<file path="src/rtl/rsrt_pkg.sv">
// Shared types and constants for the register status rename table.
// No dependencies; compiled before every other file in rtl/.
`default_nettype none

package rsrt_pkg;

  // Default sizes handed to the top-level parameters
  localparam int NUM_REGS_DEF = 128;
  localparam int TAG_BITS_DEF = 16;

  // Fixed field widths on the streams
  localparam int REG_W      = 8;
  localparam int FIELD_W    = 17;
  localparam int OP_W       = 2;
  localparam int IN_DATA_W  = 48;
  localparam int OUT_DATA_W = 56;

  // Tag field pattern meaning "no producer"
  localparam logic [FIELD_W-1:0] NO_TAG = {FIELD_W{1'b1}};

  // Operation codes carried on in_tuser
  localparam logic [OP_W-1:0] OP_DISPATCH = 2'd0;
  localparam logic [OP_W-1:0] OP_COMPLETE = 2'd1;
  localparam logic [OP_W-1:0] OP_FLUSH    = 2'd2;

  // Controller to datapath commands
  typedef struct packed {
    logic load;  // input transfer: capture fields, launch table reads
    logic exec;  // update table and load the output register
  } cmd_t;

endpackage

`default_nettype wire

</file>
<file path="src/rtl/rsrt_ctrl.sv">
// Handshake controller for the register status rename table.
// Depends on rsrt_pkg (cmd_t).
`default_nettype none

module rsrt_ctrl (
  input  wire logic          clk,
  input  wire logic          rst_n,
  input  wire logic          in_tvalid,
  output logic               in_tready,
  output logic               out_tvalid,
  input  wire logic          out_tready,
  output rsrt_pkg::cmd_t     cmd
);

  typedef enum logic {
    S_IDLE,
    S_EXEC
  } state_t;

  state_t state_r, state_nxt;
  logic   out_valid_r, out_valid_nxt;
  logic   slot_free;

  assign slot_free  = !out_valid_r || out_tready;
  assign in_tready  = (state_r == S_IDLE);
  assign out_tvalid = out_valid_r;

  always_comb begin
    state_nxt     = state_r;
    out_valid_nxt = out_valid_r && !out_tready;
    cmd.load      = 1'b0;
    cmd.exec      = 1'b0;
    unique case (state_r)
      S_IDLE: begin
        if (in_tvalid) begin
          cmd.load  = 1'b1;
          state_nxt = S_EXEC;
        end
      end
      S_EXEC: begin
        if (slot_free) begin
          cmd.exec      = 1'b1;
          out_valid_nxt = 1'b1;
          state_nxt     = S_IDLE;
        end
      end
      default: state_nxt = S_IDLE;
    endcase
  end

  always_ff @(posedge clk) begin
    if (!rst_n) begin
      state_r     <= S_IDLE;
      out_valid_r <= 1'b0;
    end else begin
      state_r     <= state_nxt;
      out_valid_r <= out_valid_nxt;
    end
  end

endmodule

`default_nettype wire

</file>
<file path="src/rtl/rsrt_dp.sv">
// Datapath: status memory, per-entry valid bits, tag counter, result register.
// Depends on rsrt_pkg; driven by rsrt_ctrl commands.
`default_nettype none

module rsrt_dp #(
  parameter int NUM_REGS = rsrt_pkg::NUM_REGS_DEF,
  parameter int TAG_BITS = rsrt_pkg::TAG_BITS_DEF
) (
  input  wire logic                             clk,
  input  wire logic                             rst_n,
  input  wire rsrt_pkg::cmd_t                   cmd,
  input  wire logic [rsrt_pkg::IN_DATA_W-1:0]   in_tdata,
  input  wire logic [rsrt_pkg::OP_W-1:0]        in_tuser,
  output logic      [rsrt_pkg::OUT_DATA_W-1:0]  out_tdata
);

  localparam int IDX_W = $clog2(NUM_REGS);
  localparam int FW    = rsrt_pkg::FIELD_W;
  localparam int RW    = rsrt_pkg::REG_W;

  // Entry: {ready, tag}; meaningful only while its valid bit is set
  logic [TAG_BITS:0]     mem [NUM_REGS];
  logic [NUM_REGS-1:0]   valid_r, valid_nxt;
  logic [TAG_BITS-1:0]   next_tag_r, next_tag_nxt;

  // Input decode
  logic [RW-1:0]    f_a, f_b, f_d;
  logic             ok_a, ok_b, ok_d;
  logic [IDX_W-1:0] idx_a, idx_b, idx_d, rd_addr_a;

  assign f_a = in_tdata[RW-1:0];
  assign f_b = in_tdata[2*RW-1:RW];
  assign f_d = in_tdata[3*RW-1:2*RW];

  assign ok_a  = !f_a[RW-1] && (32'(f_a[RW-2:0]) < NUM_REGS);
  assign ok_b  = !f_b[RW-1] && (32'(f_b[RW-2:0]) < NUM_REGS);
  assign ok_d  = !f_d[RW-1] && (32'(f_d[RW-2:0]) < NUM_REGS);
  assign idx_a = IDX_W'(f_a[RW-2:0]);
  assign idx_b = IDX_W'(f_b[RW-2:0]);
  assign idx_d = IDX_W'(f_d[RW-2:0]);

  // Port A serves the completing register on a completion
  assign rd_addr_a = (in_tuser == rsrt_pkg::OP_COMPLETE) ? idx_d : idx_a;

  // Captured item
  logic [rsrt_pkg::OP_W-1:0] op_r;
  logic                      ok_a_r, ok_b_r, ok_d_r;
  logic                      vld_a_r, vld_b_r;
  logic [IDX_W-1:0]          idx_d_r;
  logic [FW-1:0]             done_r;
  logic [TAG_BITS:0]         ent_a_r, ent_b_r;

  always_ff @(posedge clk) begin
    if (cmd.load) begin
      op_r    <= in_tuser;
      ok_a_r  <= ok_a;
      ok_b_r  <= ok_b;
      ok_d_r  <= ok_d;
      idx_d_r <= idx_d;
      done_r  <= in_tdata[3*RW+FW-1:3*RW];
      vld_a_r <= valid_r[rd_addr_a];
      vld_b_r <= valid_r[idx_b];
      ent_a_r <= mem[rd_addr_a];
      ent_b_r <= mem[idx_b];
    end
  end

  // Execute
  logic              hit_a, hit_b;
  logic [FW-1:0]     tag_a, tag_b, stored_d;
  logic              res_rdy_a, res_rdy_b;
  logic [FW-1:0]     res_tag_a, res_tag_b, res_dst;
  logic              mem_we;
  logic [TAG_BITS:0] mem_wdata;

  assign hit_a    = ok_a_r && vld_a_r;
  assign hit_b    = ok_b_r && vld_b_r;
  assign tag_a    = FW'(ent_a_r[TAG_BITS-1:0]);
  assign tag_b    = FW'(ent_b_r[TAG_BITS-1:0]);
  assign stored_d = vld_a_r ? tag_a : rsrt_pkg::NO_TAG;

  always_comb begin
    res_rdy_a    = 1'b1;
    res_tag_a    = rsrt_pkg::NO_TAG;
    res_rdy_b    = 1'b1;
    res_tag_b    = rsrt_pkg::NO_TAG;
    res_dst      = rsrt_pkg::NO_TAG;
    mem_we       = 1'b0;
    mem_wdata    = {1'b0, next_tag_r};
    valid_nxt    = valid_r;
    next_tag_nxt = next_tag_r;
    if (cmd.exec) begin
      case (op_r)
        rsrt_pkg::OP_DISPATCH: begin
          if (hit_a) begin
            res_rdy_a = ent_a_r[TAG_BITS];
            res_tag_a = tag_a;
          end
          if (hit_b) begin
            res_rdy_b = ent_b_r[TAG_BITS];
            res_tag_b = tag_b;
          end
          if (ok_d_r) begin
            mem_we             = 1'b1;
            mem_wdata          = {1'b0, next_tag_r};
            valid_nxt[idx_d_r] = 1'b1;
            res_dst            = FW'(next_tag_r);
            next_tag_nxt       = next_tag_r + 1'b1;
          end
        end
        rsrt_pkg::OP_COMPLETE: begin
          // Unwritten entries are already ready; only a live tag needs the write
          if (ok_d_r && vld_a_r && (stored_d == done_r)) begin
            mem_we    = 1'b1;
            mem_wdata = {1'b1, ent_a_r[TAG_BITS-1:0]};
          end
        end
        rsrt_pkg::OP_FLUSH: begin
          valid_nxt = '0;
        end
        default: ;
      endcase
    end
  end

  always_ff @(posedge clk) begin
    if (mem_we) begin
      mem[idx_d_r] <= mem_wdata;
    end
  end

  always_ff @(posedge clk) begin
    if (!rst_n) begin
      valid_r    <= '0;
      next_tag_r <= '0;
    end else begin
      valid_r    <= valid_nxt;
      next_tag_r <= next_tag_nxt;
    end
  end

  // Result register
  always_ff @(posedge clk) begin
    if (cmd.exec) begin
      out_tdata <= {3'b000, res_dst, res_tag_b, res_rdy_b, res_tag_a, res_rdy_a};
    end
  end

endmodule

`default_nettype wire

</file>
<file path="src/rtl/register_status_rename_table.sv">
// Result: table read registered at the input transfer; table update and result
//   register load follow in the execute state, once the output slot is free.
// One item at a time (in_tready low in execute); the registered memory read and
//   the write-back of the same item are serialized on the one status memory.
// Reset (rst_n low, synchronous): every register reads ready with no producer,
//   tag counter cleared, both channels idle. Flush clears all entries at once.
`default_nettype none

module register_status_rename_table #(
  parameter int NUM_REGS = rsrt_pkg::NUM_REGS_DEF,
  parameter int TAG_BITS = rsrt_pkg::TAG_BITS_DEF
) (
  input  wire logic                             clk,
  input  wire logic                             rst_n,
  // Input item
  input  wire logic                             in_tvalid,
  output logic                                  in_tready,
  // src_a_reg[7:0], src_b_reg[15:8], dst_reg[23:16], done_tag[40:24], zero pad
  input  wire logic [rsrt_pkg::IN_DATA_W-1:0]   in_tdata,
  // op[1:0]: dispatch, completion, flush
  input  wire logic [rsrt_pkg::OP_W-1:0]        in_tuser,
  // Result item
  output logic                                  out_tvalid,
  input  wire logic                             out_tready,
  // src_a_ready[0], src_a_tag[17:1], src_b_ready[18], src_b_tag[35:19],
  // dst_tag[52:36], zero pad
  output logic      [rsrt_pkg::OUT_DATA_W-1:0]  out_tdata
);

  // Controller owns the handshake and the output valid; the datapath owns
  // the table and the result payload. A new item may be taken while the
  // previous result still waits on out_tready.
  rsrt_pkg::cmd_t cmd;

  rsrt_ctrl u_ctrl (
    .clk        (clk),
    .rst_n      (rst_n),
    .in_tvalid  (in_tvalid),
    .in_tready  (in_tready),
    .out_tvalid (out_tvalid),
    .out_tready (out_tready),
    .cmd        (cmd)
  );

  // Status memory holds {ready, tag} per register; a valid bit per entry
  // stands in for the reset/flush value so a flush clears every entry at once.
  rsrt_dp #(
    .NUM_REGS (NUM_REGS),
    .TAG_BITS (TAG_BITS)
  ) u_dp (
    .clk       (clk),
    .rst_n     (rst_n),
    .cmd       (cmd),
    .in_tdata  (in_tdata),
    .in_tuser  (in_tuser),
    .out_tdata (out_tdata)
  );

endmodule

`default_nettype wire

</file>
<file path="config.mk">
export PLATFORM = sky130hd
export DESIGN_NAME = register_status_rename_table
export DESIGN_NICKNAME = d
export VERILOG_FILES = /design/src/rtl/rsrt_pkg.sv /design/src/rtl/rsrt_ctrl.sv /design/src/rtl/rsrt_dp.sv /design/src/rtl/register_status_rename_table.sv
export SDC_FILE = /design/constraint.sdc
export NUM_CORES = 2
export LEC_CHECK = 0
export ABC_AREA = 1
export BUFFER_PORTS_ARGS = -buffer_cell sky130_fd_sc_hd__clkbuf_2
export CORE_MARGIN = 1
export CORE_UTILIZATION = 29
export CTS_CLUSTER_SIZE = 14
export DETAILED_ROUTE_END_ITERATION = 10
export PLACE_DENSITY = 0.49
export SYNTH_ARGS = -nofsm -noshare
export SYNTH_HDL_FRONTEND = slang
export SYNTH_SLANG_ARGS = --single-unit
</file>
<file path="constraint.sdc">
create_clock -name clk -period 22.2 [get_ports clk]
set_input_delay 4.44 -clock clk [delete_from_list [all_inputs] [get_ports clk]]
set_output_delay 4.44 -clock clk [all_outputs]
set_load 0.02 [all_outputs]
</file>
==> qor_table.md <==
| Group | Parameter | This run |
|:---|:---|:---|
| outcome | Status | finished clean |
| timing | Transition time at the pin with the least slew margin | 1.29 ns |
| flow run | Maximum Capacitance Violations | 0 |
| global routing | Remaining global-route overflow | 0 |
| synth | Count of flip-flops with a built-in enable after synthesis | 2294 |
| routing | Met2 WL post-DR | 218000 um |
| cts | Clock Latency Late Sink | 0.97 ns |
| timing | Share of the clock period used by the worst path | 48.8% |
| hold path | WHS Endpoint | u_dp.valid_r[33] |
| cts | Number of clock buffers inserted by TritonCTS | 285 |
| cts | Number of resized instances in the post-cts repair step | 0 |
| routing | Wire length on met3 | 48800 um |
| timing | Headroom to the max-slew limit | 14.0% |
| critical path | Startpoint type of the worst setup path | input pin |
| critical path | Setup slack, reg-to-reg | 17.21 ns |
| pwr | Worst voltage drop across the vdd grid | 56.8 uV |
| timing | RSZ-0062 raised after global routing | false |
| critical path | CP endpoint kind | flip-flop |
| cts | Clock transition at the registers of the reported paths | 0.06 ns |
| global routing | Antenna violations before repair | 30 |
| critical path | Critical Setup Path Class | in -> reg |
| routing | Final routed wirelength across all metal layers | 499000 um |
| cts | Clk sink count | 2440 |
| hold path | Worst Hold Launch | u_dp.valid_r[33] |
| cts | Number of levels the H-tree was split into | 5 |
| routing | Initial DRC Count | 13700 |
| placed design | Final HPWL DP | 273000 um |
| pwr | Leak pwr | 0.0449 uW |
| placed design | Final weighted congestion in routability-driven placement | 0.896 |
| cts | Maximum clock insertion buffer count | 4 |
| floorplanning | Starting density of the core | 29.2% |
| timing | Post-layout min period | 10.83 ns |
| cts | Buffer type at the clock tree root | sky130_fd_sc_hd__clkbuf_16 |
| cells and area | Signed area change from the synthesized netlist to the final layout | 12.4% |
| synth | Number of cells produced by synthesis | 13200 |
| cells and area | Final-stage net count | 12800 |
| global routing | Wire length of the first global-routing pass | 702000 um |
| synth | Yosys cell types | 37 |
| floorplanning | Die height | 644 um |
| critical path | Launch instance of the worst register-to-register path | u_dp.vld_a_r |
| global routing | Vias in the first global route | 96400 |
| critical path | Data required, critical path | 22.95 ns |
| timing | Max Slew Vio Count | 0 |
| global routing | Total GRT Usage | 23.0% |
| synth | Synth warn | 0 |
| floorplanning | Site Rows | 235 |
| routing | DRC violation count after routing | 0 |
| routing | Final ANT Viol Nets | 0 |
| cts | TritonCTS clock tree | done |
| routing | M1 WL | 200000 um |
| floorplanning | Area of the core | 0.410 mm^2 |
| cells and area | FILL cells | 41900 |
| cells and area | Layout cells sized above 1 | 7.05% |
| global routing | Maximum number of pins on one net before global-route repair | 183 |
| synth | Sequential element share of the synthesized area | 60.0% |
| placed design | Port bufs | 101 |
| cts | Post-CTS Setup Repair Bufs | 0 |
| cts | CTS Hold Buffers Added | 0 |
| floorplanning | I/O pin total | 112 |
| floorplanning | Die footprint | 0.415 mm^2 |
| routing | Number of vias per cell after detailed routing | 5.60 |
| synth | Dominant synthesized flop cell | sky130_fd_sc_hd__edfxtp_1 |
| synth | Syn avg cell area | 9.10 um^2 |
| timing | Skew final | 0.0617 ns |
| routing | Vias | 103000 |
| hold path | Hold Path Stages | 2 |
| critical path | Crit path max fanout | 131 |
| synth | FF+latch count, synth | 2440 |
| synth | Async set-reset flop share out of synthesis | 0% |
| hold path | Kind of path behind the tightest hold check | reg -> reg |
| critical path | Worst Reg2Reg Path Length in Cells | 13 |
| critical path | Arrival time of data at the critical path endpoint | 11.59 ns |
| floorplanning | X dimension of the die | 644 um |
| pwr | Pwr Density | 81.0 mW/mm^2 |
| timing | Fmax | 92.3 MHz |
| placed design | Post-detailed-placement cell area | 0.126 mm^2 |
| cells and area | Non-Filler Cell Area, Final | 0.134 mm^2 |
| critical path | Worst reg2reg path endpoint | u_dp.mem[112][14] |
| timing | Hold slack final | 0.471 ns |
| synth | Netlist Area Pre-Place | 0.120 mm^2 |
| timing | Fin Setup TNS | 0 ns |
| routing | WL per Instance | 27.1 um |
| timing | Number of hold-slack violations in the final timing report | 0 |
| routing | Pre-Repair DR Iteration Count | 9 |
| timing | Final setup violation count | 0 |
| routing | Top routing layer in use | met5 |
-- synth_stat cells (all sizes together) (3+ instances only) --
cell | instances | share of area (%)
buf | 546 | 2.2
nand4 | 3 | 0.016
inv | 268 | 0.84
edfxtp | 2294 | 58
o22ai | 545 | 2.8
dfxtp | 146 | 2.4
nand3 | 2966 | 12
o21ai | 1214 | 5.1
clkbuf | 527 | 1.7
nor2 | 1509 | 4.7
a21oi | 178 | 0.75
nor4 | 3 | 0.016
nand2 | 2895 | 9.1
clkinv | 4 | 0.013
xor2 | 4 | 0.029
o211ai | 3 | 0.019
or2 | 21 | 0.11
nor3 | 19 | 0.079
-- through the flow --
step                power [uW]  setup slack [ns]  util (%)  cells
CTS                      10900             11.53      32.8  18400
global route             11200             11.22      32.8  18400
global placement          6350             10.58      30.6  17900
detailed placement        6340             10.56      30.6  17900
floorplan                 5830              8.95         -  13200
finish                   10900             11.37      32.8  18400
-- registers in the layout, summed over array words and instances (netlist names), 2 cells and up --
| register | flops |
|---|---|
| u_dp.valid_r | 128 |
| u_dp.ent_b_r | 17 |
| u_dp.ent_a_r | 17 |
| u_dp.next_tag_r | 16 |
| u_dp.mem | 2176 |
| u_dp.out_tdata | 53 |
| u_dp.op_r | 2 |
| u_dp.idx_d_r | 7 |
| u_dp.done_r | 17 |
-- where the power goes --
| group | leakage, uW | switching, uW | internal, uW | total [uW] |
|---|---|---|---|---|
| Clock | 0.00434 | 1990 | 2620 | 4610 |
| Sequential | 0.0206 | 14.8 | 4980 | 5000 |
| Combinational | 0.0199 | 992 | 298 | 1290 |
| Total | 0.0449 | 2990 | 7900 | 10900 |
-- layout make-up --
type                    count  area [um^2]  share of cell area [%]
inverters                 272         1100                   0.815
clock buffers             370         7640                    5.68
repair buffers            335         2550                    1.90
clock inverters           146         1250                   0.928
flip-flops and latches   2440        71800                    53.4
multi-input cells        9374        43300                    32.2
diodes                     10         25.0                  0.0186
well taps                5451         6820                    5.07
-- worst max-delay path, cell delays in order --
cell and delay, ns:
sky130_fd_sc_hd__clkbuf_2 0.29, sky130_fd_sc_hd__inv_1 0.21, sky130_fd_sc_hd__nand2_2 0.66, sky130_fd_sc_hd__nand2_2 0.69, sky130_fd_sc_hd__nand2_8 0.77, sky130_fd_sc_hd__buf_12 0.58
sky130_fd_sc_hd__buf_4 0.69, sky130_fd_sc_hd__buf_4 0.90, sky130_fd_sc_hd__nand2_1 0.13, sky130_fd_sc_hd__nand3_1 0.11, sky130_fd_sc_hd__nand3_1 0.10, sky130_fd_sc_hd__nand3_1 0.11
sky130_fd_sc_hd__nand3_1 0.35, sky130_fd_sc_hd__nand3_1 0.18, sky130_fd_sc_hd__nand3_1 0.50, sky130_fd_sc_hd__nand2_1 0.44
-- metal layers --
layer	track usage, %	vias up
met2	35.4	5869
met3	4.19	1166
li1	-	45500
met5	0	-
met4	13.4	12
met1	30.4	50500
-- placed cells by master (no fill, tap or decap), types with 7 or more instances in the layout --
| master | n |
|---|---|
| sky130_fd_sc_hd__clkinv_2 | 40 |
| sky130_fd_sc_hd__edfxtp_1 | 2294 |
| sky130_fd_sc_hd__nor2_2 | 40 |
| sky130_fd_sc_hd__buf_12 | 20 |
| sky130_fd_sc_hd__clkbuf_16 | 290 |
| sky130_fd_sc_hd__clkbuf_2 | 96 |
| sky130_fd_sc_hd__diode_2 | 10 |
| sky130_fd_sc_hd__inv_1 | 256 |
| sky130_fd_sc_hd__o22ai_1 | 545 |
| sky130_fd_sc_hd__or2_2 | 21 |
| sky130_fd_sc_hd__clkbuf_8 | 9 |
| sky130_fd_sc_hd__clkinv_1 | 67 |
| sky130_fd_sc_hd__nor3_1 | 19 |
| sky130_fd_sc_hd__bufinv_16 | 16 |
| sky130_fd_sc_hd__o21ai_4 | 21 |
| sky130_fd_sc_hd__nor2_1 | 1379 |
| sky130_fd_sc_hd__inv_6 | 11 |
| sky130_fd_sc_hd__clkbuf_1 | 72 |
| sky130_fd_sc_hd__nor2_4 | 90 |
| sky130_fd_sc_hd__buf_4 | 215 |
| sky130_fd_sc_hd__nand3_1 | 2963 |
| sky130_fd_sc_hd__nand2_1 | 2889 |
| sky130_fd_sc_hd__dfxtp_1 | 146 |
| sky130_fd_sc_hd__a21oi_1 | 176 |
| sky130_fd_sc_hd__clkinv_8 | 9 |
| sky130_fd_sc_hd__o21ai_0 | 1191 |
| sky130_fd_sc_hd__inv_8 | 7 |
-- cells by family after synthesis --
| kind of cell | count (synthesis) | synth area share [%] |
|---|---|---|
| xor+xnor | 6 | 0.0439 |
| fa+ha+maj | 1 | 0.0105 |
| compound gates | 1946 | 8.74 |
| other cells | 1 | 0.00313 |
| simple gates | 7418 | 26.5 |
| buf+inv | 1345 | 4.73 |
| flops | 2440 | 60.0 |
-- how the worst max path moves through the flow --
stage                startpoint                to  slack, ns  cells after the start
detailed placement  in_tuser[1]  u_dp.ent_a_r[12]      10.56                     17
floorplan            out_tready    u_dp.mem[0][0]       8.95                      7
global route        in_tuser[1]  u_dp.ent_a_r[15]      11.22                     17
global placement    in_tuser[1]  u_dp.ent_a_r[12]      10.58                     17
finish              in_tuser[1]  u_dp.ent_a_r[16]      11.37                     16
CTS                 in_tuser[1]  u_dp.ent_a_r[12]      11.53                     17
No activity file was read; power rests on OpenSTA's default activity.
